<file path="config.mk">
export PLATFORM = sky130hd
export DESIGN_NAME = timed_relay_sequencer_top
export DESIGN_NICKNAME = d
export VERILOG_FILES = /design/src/hdl/trs_pkg.sv /design/src/hdl/timed_relay_sequencer_top.sv /design/src/hdl/trs_ctrl.sv /design/src/hdl/trs_stat.sv
export SDC_FILE = /design/constraint.sdc
export NUM_CORES = 2
export LEC_CHECK = 0
export ABC_AREA = 1
export BUFFER_PORTS_ARGS = -buffer_cell sky130_fd_sc_hd__buf_2
export CAP_MARGIN = 25
export CORE_MARGIN = 4
export CORE_UTILIZATION = 56
export CTS_BUF_LIST = sky130_fd_sc_hd__clkbuf_4 sky130_fd_sc_hd__clkbuf_8
export DETAILED_ROUTE_END_ITERATION = 12
export PLACE_DENSITY = 0.76
export SYNTH_ARGS = -nofsm -noshare
export SYNTH_HDL_FRONTEND = slang
export SYNTH_HIERARCHICAL = 1
export SYNTH_SLANG_ARGS = --single-unit
</file>
<file path="constraint.sdc">
create_clock -name clk -period 8.9 [get_ports clk]
set_input_delay 0.89 -clock clk [delete_from_list [all_inputs] [get_ports clk]]
set_output_delay 0.89 -clock clk [all_outputs]
set_load 0.01 [all_outputs]
</file>
<file path="src/hdl/trs_pkg.sv">
// Types, codes and constants shared by the timed relay sequencer modules.
package trs_pkg;

    localparam int RELAY_LINES = 8;
    localparam int CFG_DATA_W  = 16;
    localparam int CFG_ADDR_W  = 3;

    typedef enum logic [1:0] {
        PH_IDLE     = 2'd0,
        PH_STARTING = 2'd1,
        PH_RUNNING  = 2'd2,
        PH_FINISHED = 2'd3
    } phase_t;

    localparam logic [1:0] OP_TICK  = 2'd0;
    localparam logic [1:0] OP_START = 2'd1;
    localparam logic [1:0] OP_STOP  = 2'd2;

    localparam logic [CFG_ADDR_W-1:0] REG_STEP_SECONDS   = 3'd0;
    localparam logic [CFG_ADDR_W-1:0] REG_RELAY_ENABLE   = 3'd1;
    localparam logic [CFG_ADDR_W-1:0] REG_WEEKDAY_ENABLE = 3'd2;
    localparam logic [CFG_ADDR_W-1:0] REG_TRIGGER_HOUR   = 3'd3;
    localparam logic [CFG_ADDR_W-1:0] REG_TRIGGER_MINUTE = 3'd4;
    localparam logic [CFG_ADDR_W-1:0] REG_TRIGGER_SECOND = 3'd5;

    localparam logic [9:0]  MILLIS_PER_SECOND = 10'd1000;
    // floor(x / 1000) == (x * DIV1000_MAGIC) >> DIV1000_SHIFT for every 32-bit x.
    localparam logic [31:0] DIV1000_MAGIC = 32'h10624DD3;
    localparam int          DIV1000_SHIFT = 38;

    typedef struct packed {
        logic [15:0] step_seconds;
        logic [7:0]  relay_enable_bits;
        logic [6:0]  weekday_enable_bits;
        logic [4:0]  trigger_hour;
        logic [5:0]  trigger_minute;
        logic [5:0]  trigger_second;
    } cfg_t;

    typedef struct packed {
        logic [1:0]  opcode;
        logic [31:0] now_millis;
        logic [2:0]  weekday;
        logic [4:0]  clock_hour;
        logic [5:0]  clock_minute;
        logic [5:0]  clock_second;
    } item_t;

    typedef struct packed {
        logic [7:0]  relay_lines;
        logic [1:0]  phase_code;
        logic [3:0]  current_relay;
        logic        is_running;
        logic [22:0] elapsed_seconds;
        logic [15:0] remaining_seconds;
        logic [18:0] program_seconds;
    } result_t;

    // Status after one word has been applied, before the seconds are derived.
    typedef struct packed {
        logic [7:0]  relay_lines;
        logic [1:0]  phase_code;
        logic [3:0]  current_relay;
        logic        is_running;
        logic [31:0] elapsed_millis;
    } stat_t;

endpackage

</file>
<file path="src/hdl/timed_relay_sequencer_top.sv">
// Top level of the timed relay sequencer: configuration registers and the two pipeline parts.
//
// The sequencer takes one command word per clock cycle, unless item_stall holds it back, and
// returns one status word for each, in order. A word passes four registers: the input
// register, the state update, the millisecond-to-second multiply and the output register.
// The state update finishes a whole tick, start or stop at once, so it adds no wait
// between words. Stalls on the output fill bubbles first, so the input is held back only
// when every stage is full. There is no clearing pass after reset. Configuration writes
// take effect at once and must be made while no word is in flight.
module timed_relay_sequencer_top #(
    parameter int RELAY_COUNT = 8
) (
    input  logic                               clk,
    input  logic                               rst_n,
    input  logic                               cfg_wr_en,
    input  logic [trs_pkg::CFG_ADDR_W-1:0]     cfg_addr,
    input  logic [trs_pkg::CFG_DATA_W-1:0]     cfg_data,
    input  logic                               item_valid,
    output logic                               item_stall,
    input  trs_pkg::item_t                     item,
    output logic                               result_valid,
    input  logic                               result_stall,
    output trs_pkg::result_t                   result
);
    import trs_pkg::*;

    cfg_t  cfg_reg;
    logic  stat_valid;
    logic  stat_stall;
    stat_t stat;

    always_ff @(posedge clk or negedge rst_n)
    begin
        if (!rst_n)
        begin
            cfg_reg <= '0;
        end
        else if (cfg_wr_en)
        begin
            unique case (cfg_addr)
                REG_STEP_SECONDS:   cfg_reg.step_seconds        <= cfg_data;
                REG_RELAY_ENABLE:   cfg_reg.relay_enable_bits   <= cfg_data[7:0];
                REG_WEEKDAY_ENABLE: cfg_reg.weekday_enable_bits <= cfg_data[6:0];
                REG_TRIGGER_HOUR:   cfg_reg.trigger_hour        <= cfg_data[4:0];
                REG_TRIGGER_MINUTE: cfg_reg.trigger_minute      <= cfg_data[5:0];
                REG_TRIGGER_SECOND: cfg_reg.trigger_second      <= cfg_data[5:0];
                default:
                begin
                end
            endcase
        end
    end

    trs_ctrl #(
        .RELAY_COUNT (RELAY_COUNT)
    ) u_ctrl (
        .clk        (clk),
        .rst_n      (rst_n),
        .cfg        (cfg_reg),
        .item_valid (item_valid),
        .item_stall (item_stall),
        .item       (item),
        .stat_valid (stat_valid),
        .stat_stall (stat_stall),
        .stat       (stat)
    );

    trs_stat #(
        .RELAY_COUNT (RELAY_COUNT)
    ) u_stat (
        .clk          (clk),
        .rst_n        (rst_n),
        .cfg          (cfg_reg),
        .stat_valid   (stat_valid),
        .stat_stall   (stat_stall),
        .stat         (stat),
        .result_valid (result_valid),
        .result_stall (result_stall),
        .result       (result)
    );

endmodule

</file>
<file path="src/hdl/trs_ctrl.sv">
// Input register, sequencer state and the single-pass state update.
module trs_ctrl #(
    parameter int RELAY_COUNT = 8
) (
    input  logic            clk,
    input  logic            rst_n,
    input  trs_pkg::cfg_t   cfg,
    input  logic            item_valid,
    output logic            item_stall,
    input  trs_pkg::item_t  item,
    output logic            stat_valid,
    input  logic            stat_stall,
    output trs_pkg::stat_t  stat
);
    import trs_pkg::*;

    item_t                  item_reg;
    logic                   item_valid_reg;
    phase_t                 phase_reg, phase_next;
    logic [3:0]             relay_index_reg, relay_index_next;
    logic [31:0]            stamp_reg, stamp_next;
    logic [RELAY_LINES-1:0] drive_reg, drive_next;
    stat_t                  stat_reg, stat_next;
    logic                   stat_valid_reg;

    logic                   advance;
    logic                   load_in;
    logic [7:0]             weekday_bits;
    logic                   trigger_hit;
    phase_t                 phase_eff;
    logic [4:0]             search_from;
    logic                   hit;
    logic [2:0]             hit_idx;
    logic [31:0]            since_stamp;
    logic [25:0]            step_millis;
    logic                   step_due;
    logic [RELAY_LINES-1:0] drive_off;

    assign advance    = item_valid_reg && (!stat_valid_reg || !stat_stall);
    assign item_stall = item_valid_reg && stat_valid_reg && stat_stall;
    assign load_in    = item_valid && !item_stall;

    // Weekday seven has no enable bit and never matches.
    assign weekday_bits = {1'b0, cfg.weekday_enable_bits};
    assign trigger_hit  = weekday_bits[item_reg.weekday]
                          && item_reg.clock_hour == cfg.trigger_hour
                          && item_reg.clock_minute == cfg.trigger_minute
                          && item_reg.clock_second == cfg.trigger_second;

    assign since_stamp = item_reg.now_millis - stamp_reg;
    assign step_millis = 26'(cfg.step_seconds) * 26'(MILLIS_PER_SECOND);
    assign step_due    = since_stamp >= {6'b0, step_millis};

    always_comb
    begin
        phase_eff = phase_reg;
        if (item_reg.opcode == OP_TICK && phase_reg == PH_IDLE && trigger_hit)
        begin
            phase_eff = PH_STARTING;
        end
    end

    // Lowest enabled relay at or after search_from; relays past the eighth never take part.
    assign search_from = (phase_eff == PH_STARTING) ? 5'd0 : {1'b0, relay_index_reg} + 5'd1;

    always_comb
    begin
        hit     = 1'b0;
        hit_idx = '0;
        for (int i = RELAY_LINES - 1; i >= 0; i--)
        begin
            if (i < RELAY_COUNT && 5'(i) >= search_from && cfg.relay_enable_bits[i])
            begin
                hit     = 1'b1;
                hit_idx = 3'(i);
            end
        end
    end

    always_comb
    begin
        drive_off = drive_reg;
        if (!relay_index_reg[3])
        begin
            drive_off[relay_index_reg[2:0]] = 1'b0;
        end
    end

    always_comb
    begin
        phase_next       = phase_reg;
        relay_index_next = relay_index_reg;
        stamp_next       = stamp_reg;
        drive_next       = drive_reg;
        case (item_reg.opcode)
            OP_TICK:
            begin
                unique case (phase_eff)
                    PH_IDLE:
                    begin
                    end
                    PH_FINISHED:
                    begin
                        phase_next       = PH_IDLE;
                        relay_index_next = '0;
                        stamp_next       = '0;
                        drive_next       = '0;
                    end
                    PH_STARTING:
                    begin
                        if (cfg.step_seconds == '0)
                        begin
                            phase_next       = PH_FINISHED;
                            relay_index_next = '0;
                            stamp_next       = '0;
                        end
                        else if (hit)
                        begin
                            phase_next       = PH_RUNNING;
                            relay_index_next = {1'b0, hit_idx};
                            stamp_next       = item_reg.now_millis;
                            drive_next       = '0;
                            drive_next[hit_idx] = 1'b1;
                        end
                        else
                        begin
                            // No relay enabled: the index is left just past the last one.
                            phase_next       = PH_FINISHED;
                            relay_index_next = 4'(RELAY_COUNT);
                            stamp_next       = '0;
                            drive_next       = '0;
                        end
                    end
                    PH_RUNNING:
                    begin
                        if (step_due)
                        begin
                            if (hit)
                            begin
                                relay_index_next    = {1'b0, hit_idx};
                                stamp_next          = item_reg.now_millis;
                                drive_next          = drive_off;
                                drive_next[hit_idx] = 1'b1;
                            end
                            else
                            begin
                                phase_next       = PH_FINISHED;
                                relay_index_next = '0;
                                stamp_next       = '0;
                                drive_next       = drive_off;
                            end
                        end
                    end
                    default:
                    begin
                    end
                endcase
            end
            OP_START:
            begin
                if (phase_reg == PH_IDLE)
                begin
                    phase_next = PH_STARTING;
                end
            end
            OP_STOP:
            begin
                phase_next = PH_FINISHED;
            end
            default:
            begin
            end
        endcase
    end

    always_comb
    begin
        stat_next.relay_lines   = drive_next;
        stat_next.phase_code    = phase_next;
        stat_next.current_relay = relay_index_next;
        stat_next.is_running    = phase_next == PH_RUNNING;
        // A zero stamp reads as no stamp, so elapsed time is reported as zero.
        if (phase_next == PH_RUNNING && stamp_next != '0)
        begin
            stat_next.elapsed_millis = item_reg.now_millis - stamp_next;
        end
        else
        begin
            stat_next.elapsed_millis = '0;
        end
    end

    always_ff @(posedge clk or negedge rst_n)
    begin
        if (!rst_n)
        begin
            item_valid_reg  <= 1'b0;
            stat_valid_reg  <= 1'b0;
            phase_reg       <= PH_IDLE;
            relay_index_reg <= '0;
            stamp_reg       <= '0;
            drive_reg       <= '0;
        end
        else
        begin
            if (!item_stall)
            begin
                item_valid_reg <= item_valid;
            end
            if (!stat_valid_reg || !stat_stall)
            begin
                stat_valid_reg <= item_valid_reg;
            end
            if (advance)
            begin
                phase_reg       <= phase_next;
                relay_index_reg <= relay_index_next;
                stamp_reg       <= stamp_next;
                drive_reg       <= drive_next;
            end
        end
    end

    always_ff @(posedge clk)
    begin
        if (load_in)
        begin
            item_reg <= item;
        end
        if (advance)
        begin
            stat_reg <= stat_next;
        end
    end

    assign stat_valid = stat_valid_reg;
    assign stat       = stat_reg;

endmodule

</file>
<file path="src/hdl/trs_stat.sv">
// Converts elapsed milliseconds to seconds and forms the status word in two stages.
module trs_stat #(
    parameter int RELAY_COUNT = 8
) (
    input  logic              clk,
    input  logic              rst_n,
    input  trs_pkg::cfg_t     cfg,
    input  logic              stat_valid,
    output logic              stat_stall,
    input  trs_pkg::stat_t    stat,
    output logic              result_valid,
    input  logic              result_stall,
    output trs_pkg::result_t  result
);
    import trs_pkg::*;

    result_t     mid_reg, mid_next;
    logic        mid_valid_reg;
    result_t     result_reg, result_next;
    logic        result_valid_reg;

    logic        mid_load;
    logic        result_load;
    logic [63:0] product;
    logic [3:0]  enabled_count;
    logic [19:0] program_full;

    assign result_load = mid_valid_reg && (!result_valid_reg || !result_stall);
    assign stat_stall  = mid_valid_reg && result_valid_reg && result_stall;
    assign mid_load    = stat_valid && !stat_stall;

    assign product = 64'(stat.elapsed_millis) * 64'(DIV1000_MAGIC);

    always_comb
    begin
        enabled_count = '0;
        for (int i = 0; i < RELAY_LINES; i++)
        begin
            if (i < RELAY_COUNT && cfg.relay_enable_bits[i])
            begin
                enabled_count = enabled_count + 4'd1;
            end
        end
    end

    assign program_full = 20'(enabled_count) * 20'(cfg.step_seconds);

    always_comb
    begin
        mid_next.relay_lines       = stat.relay_lines;
        mid_next.phase_code        = stat.phase_code;
        mid_next.current_relay     = stat.current_relay;
        mid_next.is_running        = stat.is_running;
        mid_next.elapsed_seconds   = product[DIV1000_SHIFT +: 23];
        mid_next.remaining_seconds = '0;
        mid_next.program_seconds   = program_full[18:0];
    end

    always_comb
    begin
        result_next = mid_reg;
        if (mid_reg.elapsed_seconds >= {7'b0, cfg.step_seconds})
        begin
            result_next.remaining_seconds = '0;
        end
        else
        begin
            result_next.remaining_seconds = cfg.step_seconds - mid_reg.elapsed_seconds[15:0];
        end
    end

    always_ff @(posedge clk or negedge rst_n)
    begin
        if (!rst_n)
        begin
            mid_valid_reg    <= 1'b0;
            result_valid_reg <= 1'b0;
        end
        else
        begin
            if (!stat_stall)
            begin
                mid_valid_reg <= stat_valid;
            end
            if (!result_valid_reg || !result_stall)
            begin
                result_valid_reg <= mid_valid_reg;
            end
        end
    end

    always_ff @(posedge clk)
    begin
        if (mid_load)
        begin
            mid_reg <= mid_next;
        end
        if (result_load)
        begin
            result_reg <= result_next;
        end
    end

    assign result_valid = result_valid_reg;
    assign result       = result_reg;

endmodule
</file>
# Word level (Yosys, flattened, before mapping)
# Index checks and enable logic that the tools add are counted.
dict set report word_totals {
  regBits 329
  out_inout_bits 75
  input_bits 78
}
dict set report classes {
  order_cmp 15
  mux 57
  n_addsub 11
  multipliers 3
  n_bitwise 3
  reduce_logical 42
  n_eq_ne 14
}
# operator count
set ops {}
lappend ops {{$mux 32} 4}
lappend ops {{$pmux 32 s3} 1}
lappend ops {{$sub 32x32->32} 2}
lappend ops {{$mul 32x29->61 const B} 1}
lappend ops {{$mux 8} 6}
lappend ops {{$mux 4} 11}
lappend ops {{$ge 32x26->1} 1}
lappend ops {{$reduce_bool 32->1} 1}
lappend ops {{$add 4x1->4 const B} 7}
lappend ops {{$mux 3} 9}
lappend ops {{$logic_and 1x1->1} 24}
lappend ops {{$pmux 8 s3} 1}
lappend ops {{$ge 23x16->1} 1}
lappend ops {{$mul 16x7->23 const B} 1}
lappend ops {{$ge 3x5->1 const A} 4}
lappend ops {{$mul 4x16->19} 1}
lappend ops {{$logic_not 16->1} 1}
lappend ops {{$sub 16x16->16} 1}
lappend ops {{$mux 1} 13}
lappend ops {{$eq 6x6->1} 2}
lappend ops {{$lt 3x4->1 const B} 3}
lappend ops {{$pmux 2 s3} 2}
lappend ops {{$pmux 4 s3} 1}
lappend ops {{$reduce_and 2->1} 6}
lappend ops {{other kinds (21)} 41}

# Longest topological paths before layout
dict set report depth {
  ltp_word 28
  ltp_mapped 60
  depth_no_buf 59
}

# Hierarchy
# The synthesis kept the hierarchy.
# module n_inst cells_each area_each_um2
set modules_own_cells {}
lappend modules_own_cells {trs_stat 1 2402 22715.5}
lappend modules_own_cells {trs_ctrl 1 1693 13738.2}
lappend modules_own_cells {timed_relay_sequencer_top 1 220 1938.1}

# Worst setup path before layout
# Ideal clock, no wire load.
dict set report synth_path {
  path_type {reg2reg}
  start {register cfg_reg[32] (netlist bit)}
  end {register u_ctrl.stat_reg, in the netlist u_ctrl/stat[23] (data pin)}
  n_path_buf 1
  arrival_time_ns 8.573
  setup_ns 0.150
  synth_period_minus_slack_ns 8.723
  setup_slack_ns 0.177
  path_stages_with_launch 51
  path_cell_list {dfrtp_1 -> fa_1 -> fa_1 -> inv_1 -> fa_1 -> fa_1 -> inv_1 -> ha_1 -> nand2_1 -> o21ai_0 -> nand4_1 -> o211ai_1 -> a21oi_1 -> o21bai_1 -> a31oi_1 -> o21ai_0 -> nand2_1 -> nand2_1 -> [... 15 more ...] -> nand2_1 -> nand2_1 -> inv_1 -> ha_1 -> a21oi_1 -> nand2_1 -> a21oi_1 -> o21ai_1 -> a21boi_0 -> o21ai_1 -> a21oi_1 -> o21ai_0 -> a21boi_1 -> o21ai_0 -> a21oi_1 -> xnor2_1 -> inv_1 -> nor3_2}
}
dict set report synth_via {
  elab_chain_cells 7
  word_cells_on_any_way 15
  cone_classes {1 x add/sub; 1 x mul; 1 x order compare; 1 x eq/ne; 8 x mux; 3 x reduce/logical}
}
# element line
set synth_rtl {}
lappend synth_rtl {{start: declaration} timed_relay_sequencer_top.sv:27} ;# cfg_t cfg_reg;
lappend synth_rtl {{parallel branches: the longest is 7 deep, another holds $ge 32x26->1} -}
lappend synth_rtl {{end signal: assignment} trs_ctrl.sv:232} ;# stat_reg <= stat_next;
lappend synth_rtl {{end: declaration} trs_ctrl.sv:23} ;# stat_t stat_reg, stat_next;
# Several ways; the timed one is not identified.
# A chain may end at the register's enable or synchronous reset.

# Worst setup path in the final report
dict set report layout_path {
  start {register cfg_reg[33] (netlist bit)}
  end {register u_ctrl.stat_reg, in the netlist u_ctrl/stat[22] (data pin)}
}
dict set report layout_via {
  elab_chain_cells 7
  word_cells_on_any_way 15
  cone_classes {1 x add/sub; 1 x mul; 1 x order compare; 1 x eq/ne; 8 x mux; 3 x reduce/logical}
}
# element line
set layout_rtl {}
lappend layout_rtl {{$mul 16x7->23} trs_ctrl.sv:51} ;# assign step_millis = 26'(cfg.step_seconds) * 26'(MILLIS_PER_SECOND);
lappend layout_rtl {{$ge 32x26->1} trs_ctrl.sv:52} ;# assign step_due = since_stamp >= {6'b0, step_millis};
lappend layout_rtl {{$mux 32} trs_ctrl.sv:136} ;# if (step_due)
lappend layout_rtl {{$pmux 32 s3 (*)} trs_ctrl.sv:98} ;# unique case (phase_eff)
lappend layout_rtl {{$mux 32 (*)} trs_ctrl.sv:95} ;# case (item_reg.opcode)
lappend layout_rtl {{net u_ctrl.stamp_next[0]} trs_ctrl.sv:21} ;# logic [31:0] stamp_reg, stamp_next;
lappend layout_rtl {{parallel branches: the longest is 2 deep, another holds $sub 32x32->32} -}
# Mark *: on every way through the listed nets, which the timed path passes.

==> results.sh <==
export IMPL_final_max_slew_viol_count=0
export IMPL_io_pins=153
export IMPL_critical_path_capture_point_type="flip-flop"
export IMPL_drc_errors=0
export IMPL_cts_tree="yes"
export IMPL_worst_ep_required_ps=9290
export IMPL_period_needed_ps=8466
export IMPL_cts_clk_slew_worst_paths_ps=60
export IMPL_cts_max_level=2
export IMPL_post_synth_cell_area_avg_um2=8.897
export IMPL_row_count=95
export IMPL_cpMaxStageDelayCell="fa_2"
export IMPL_place_detailed_hpwl_um=80410
export IMPL_drt_pre_antenna_iters=6
export IMPL_hold_path_class="input pin to async pin"
export IMPL_worst_ep_arrival_time_ps=8860
export IMPL_netlist_area_mm2=0.03839
export IMPL_core_area_mm2=0.06751
export IMPL_area_delta_synth_final_pct=9.458
export IMPL_cts_inserted_buffers=57
export IMPL_max_freq_ghz=0.1181
export IMPL_grt_antenna_before_repair=1
export IMPL_detailedRoute_firstIterationViolations=2353
export IMPL_gpl_final_weighted_congestion=0.9653
export IMPL_dieHeight_um=269.8
export IMPL_cap_violations=0
export IMPL_placed_area_mm2=0.04031
export IMPL_classification_of_the_worst_setup_path="flip-flop to flip-flop"
export IMPL_clock_path_buffers=3
export IMPL_cts_root_buf="clkbuf_8"
export IMPL_grt_max_degree=98
export IMPL_gr_ovfl_total=0
export IMPL_layout_nets=5605
export IMPL_slew_at_the_pin_closest_to_its_max_slew_limit_ps=1058
export IMPL_run_status="finished clean"
export IMPL_netlist_instances=4315
export IMPL_synthDominantCellAreaShare_pct=19.97
export IMPL_post_drt_wl_per_cell_um=17.98
export IMPL_drt_antenna_violating_nets=0
export IMPL_grtUsageTotal_pct=27.03
export IMPL_initial_core_utilization_pct=56.86
export IMPL_worstSkewPairLatency_ps=660
export IMPL_via_per_inst=5.402
export IMPL_route_vias_total=29561
export IMPL_ff_latch_area_mm2=0.009390
export IMPL_hold_viol_final=0
export IMPL_route_final_wire_length_um=98370
export IMPL_grt_pass1_wl_um=158500
export IMPL_period_share_pct=95.12
export IMPL_yosysUniqueCellTypes=63
export IMPL_cts_hold_repair_buffers=0
export IMPL_placement_setup_worst_slack_ps=-277.8
export IMPL_finish_instance_area_mm2=0.04202
export IMPL_number_of_flip_flops_in_the_largest_register=73
export IMPL_syn_num_nets=5371
export IMPL_n_fill_cell=5748
export IMPL_cts_sinks=329
export IMPL_cp_max_fo=7
export IMPL_synth_sequential_area_ratio_pct=24.46
export IMPL_synth_seq_cells=329
export IMPL_setup_viol=0
export IMPL_startpoint_type_of_the_worst_setup_path="flip-flop"
export IMPL_die_width_um=269.8
export IMPL_yosys_warnings=6
export IMPL_vias_in_the_first_global_route=30355
export IMPL_multi_input_gate_area_in_the_final_layout_mm2=0.02528
export IMPL_timing_reg2reg_setup_slack_ps=430
export IMPL_fin_skew_ps=74.07
export IMPL_port_buffer_count=152
export IMPL_design_die_area_mm2=0.07281
export IMPL_crit_path_frequent_cell="nand2_1"
export IMPL_final_setup_worst_slack_ps=434.4
export IMPL_max_slew_margin_pct=29.29
export IMPL_synth_area_leaders="fa_1 20%, ha_1 19%, edfxtp_1 18%"
export IMPL_synth_top_area_cell="fa_1"
export IMPL_critical_path_max_stage_delay_ps=560
export IMPL_layout_cells_sized_above_1_pct=10.87
-- per-layer routing --
| metal | vias up | wire length [um] | global-route usage, % |
|---|---|---|---|
| met1 | 14198 | 43300 | 37.42 |
| li1 | 14252 | - | - |
| met5 | - | 0 | 0 |
| met3 | 175 | 6409 | 4.237 |
| met2 | 936 | 45780 | 44.56 |
| met4 | 0 | 2891 | 7.551 |
-- cells in the final DEF (no fill, tap or decap), drive strengths merged, types with 16 or more instances in the layout --
master	Yosys	final
a21o	18	18
a21oi	214	214
a31oi	44	44
buf	27	217
clkbuf	15	82
clkinv	0	16
dfrtp	98	98
edfxtp	231	231
fa	383	383
ha	595	595
inv	991	993
nand2	768	768
nand3	196	196
nand4	23	23
nor2	285	285
nor3	50	50
o21ai	160	160
xnor2	46	46
xor2	87	87
-- path summary, 6_finish.rpt --
path	startpoint	end	cells after the start
max	cfg_reg[33]$_DFFE_PN0P_	u_ctrl/stat[22]$_SDFFCE_PN0P_	56
min	rst_n	u_ctrl/drive_reg[7]$_DFFE_PN0P_	1
max reg2reg	cfg_reg[33]$_DFFE_PN0P_	u_ctrl/stat[22]$_SDFFCE_PN0P_	56
min reg2reg	u_stat/mid_reg[0]$_DFFE_PP_	u_stat/result[0]$_DFFE_PP_	0
max in group asynchronous	rst_n	cfg_reg[39]$_DFFE_PN0P_	2
min in group clk	u_stat/mid_reg[0]$_DFFE_PP_	u_stat/result[0]$_DFFE_PP_	0
-- cells by family after synthesis --
kind of cell | count (synthesis) | synth area share (%)
AND/OR/NAND/NOR | 1350 | 15.44
buffers and inverters | 1033 | 10.42
adder cells (fa/ha/maj) | 978 | 39.36
AO/OA/AOI/OAI | 492 | 7.238
flip-flops | 329 | 24.46
XOR/XNOR | 133 | 3.083
-- synthesized netlist by cell type, drive strengths merged --
| cell type | n |
|---|---|
| inv | 991 |
| nand2 | 768 |
| ha | 595 |
| fa | 383 |
| nor2 | 285 |
| edfxtp | 231 |
| a21oi | 214 |
| nand3 | 196 |
| o21ai | 160 |
| dfrtp | 98 |
| xor2 | 87 |
| nor3 | 50 |
| xnor2 | 46 |
| a31oi | 44 |
| buf | 27 |
| nand4 | 23 |
| a21o | 18 |
| clkbuf | 15 |
| nor4 | 9 |
| o21bai | 9 |
| o211ai | 8 |
| o21a | 8 |
| and3 | 6 |
| or2 | 6 |
| nand3b | 5 |
| a21boi | 4 |
| o2111ai | 4 |
| o221ai | 4 |
| o22ai | 3 |
| o31ai | 3 |
| a2111oi | 2 |
| a211oi | 2 |
| a41oi | 2 |
| o32ai | 2 |
| a221oi | 1 |
| a31o | 1 |
| a32oi | 1 |
| and2 | 1 |
| nor3b | 1 |
| o221a | 1 |
| o311a | 1 |
-- area by class of cell --
class                      count  share of cell area [%]
clock buffer                  82                   2.373
sequential                   329                   22.35
clock inverter                26                  0.6134
inverter                     991                   8.870
timing repair buffer         217                   3.031
tap                          873                   2.599
antenna                        1                0.005955
multi-input combinational   2953                   60.16
-- critical path: cells and delay by family (launching register included) --
kind | cells | cell delay [ps]
and+or+nand+nor | 28 | 2170
AOI/OAI and AO/OA | 10 | 1470
DFF | 1 | 410
adders and majority gates | 8 | 3170
xor gates and xnor gates | 2 | 310
buffers and inverters | 8 | 650
-- per-stage QoR --
stage / hold WS [ps] / TNS [ps] / util [%] / cells
floorplan: 400.3 / 0 / - / 4315
CTS: 187.8 / 0 / 61.62 / 5451
global placement: 401.9 / -9.043 / 59.70 / 5341
global route: 230.9 / -497.5 / 62.24 / 5472
detailed placement: 404.5 / -1069 / 59.70 / 5341
finish: 227.5 / 0 / 62.24 / 5472
-- repair_timing --
action / CTS / global route
pin swaps: 4 / 39
gates cloned: 0 / 0
endpoints found under the hold margin: 0 / 0
endpoints found under the setup margin: 9 / 22
buffers inserted: 2 / 20
resized for setup: 9 / 68
Power is not shown: default switching activity piles up to over one toggle a cycle in this logic, so the estimate is an artifact.
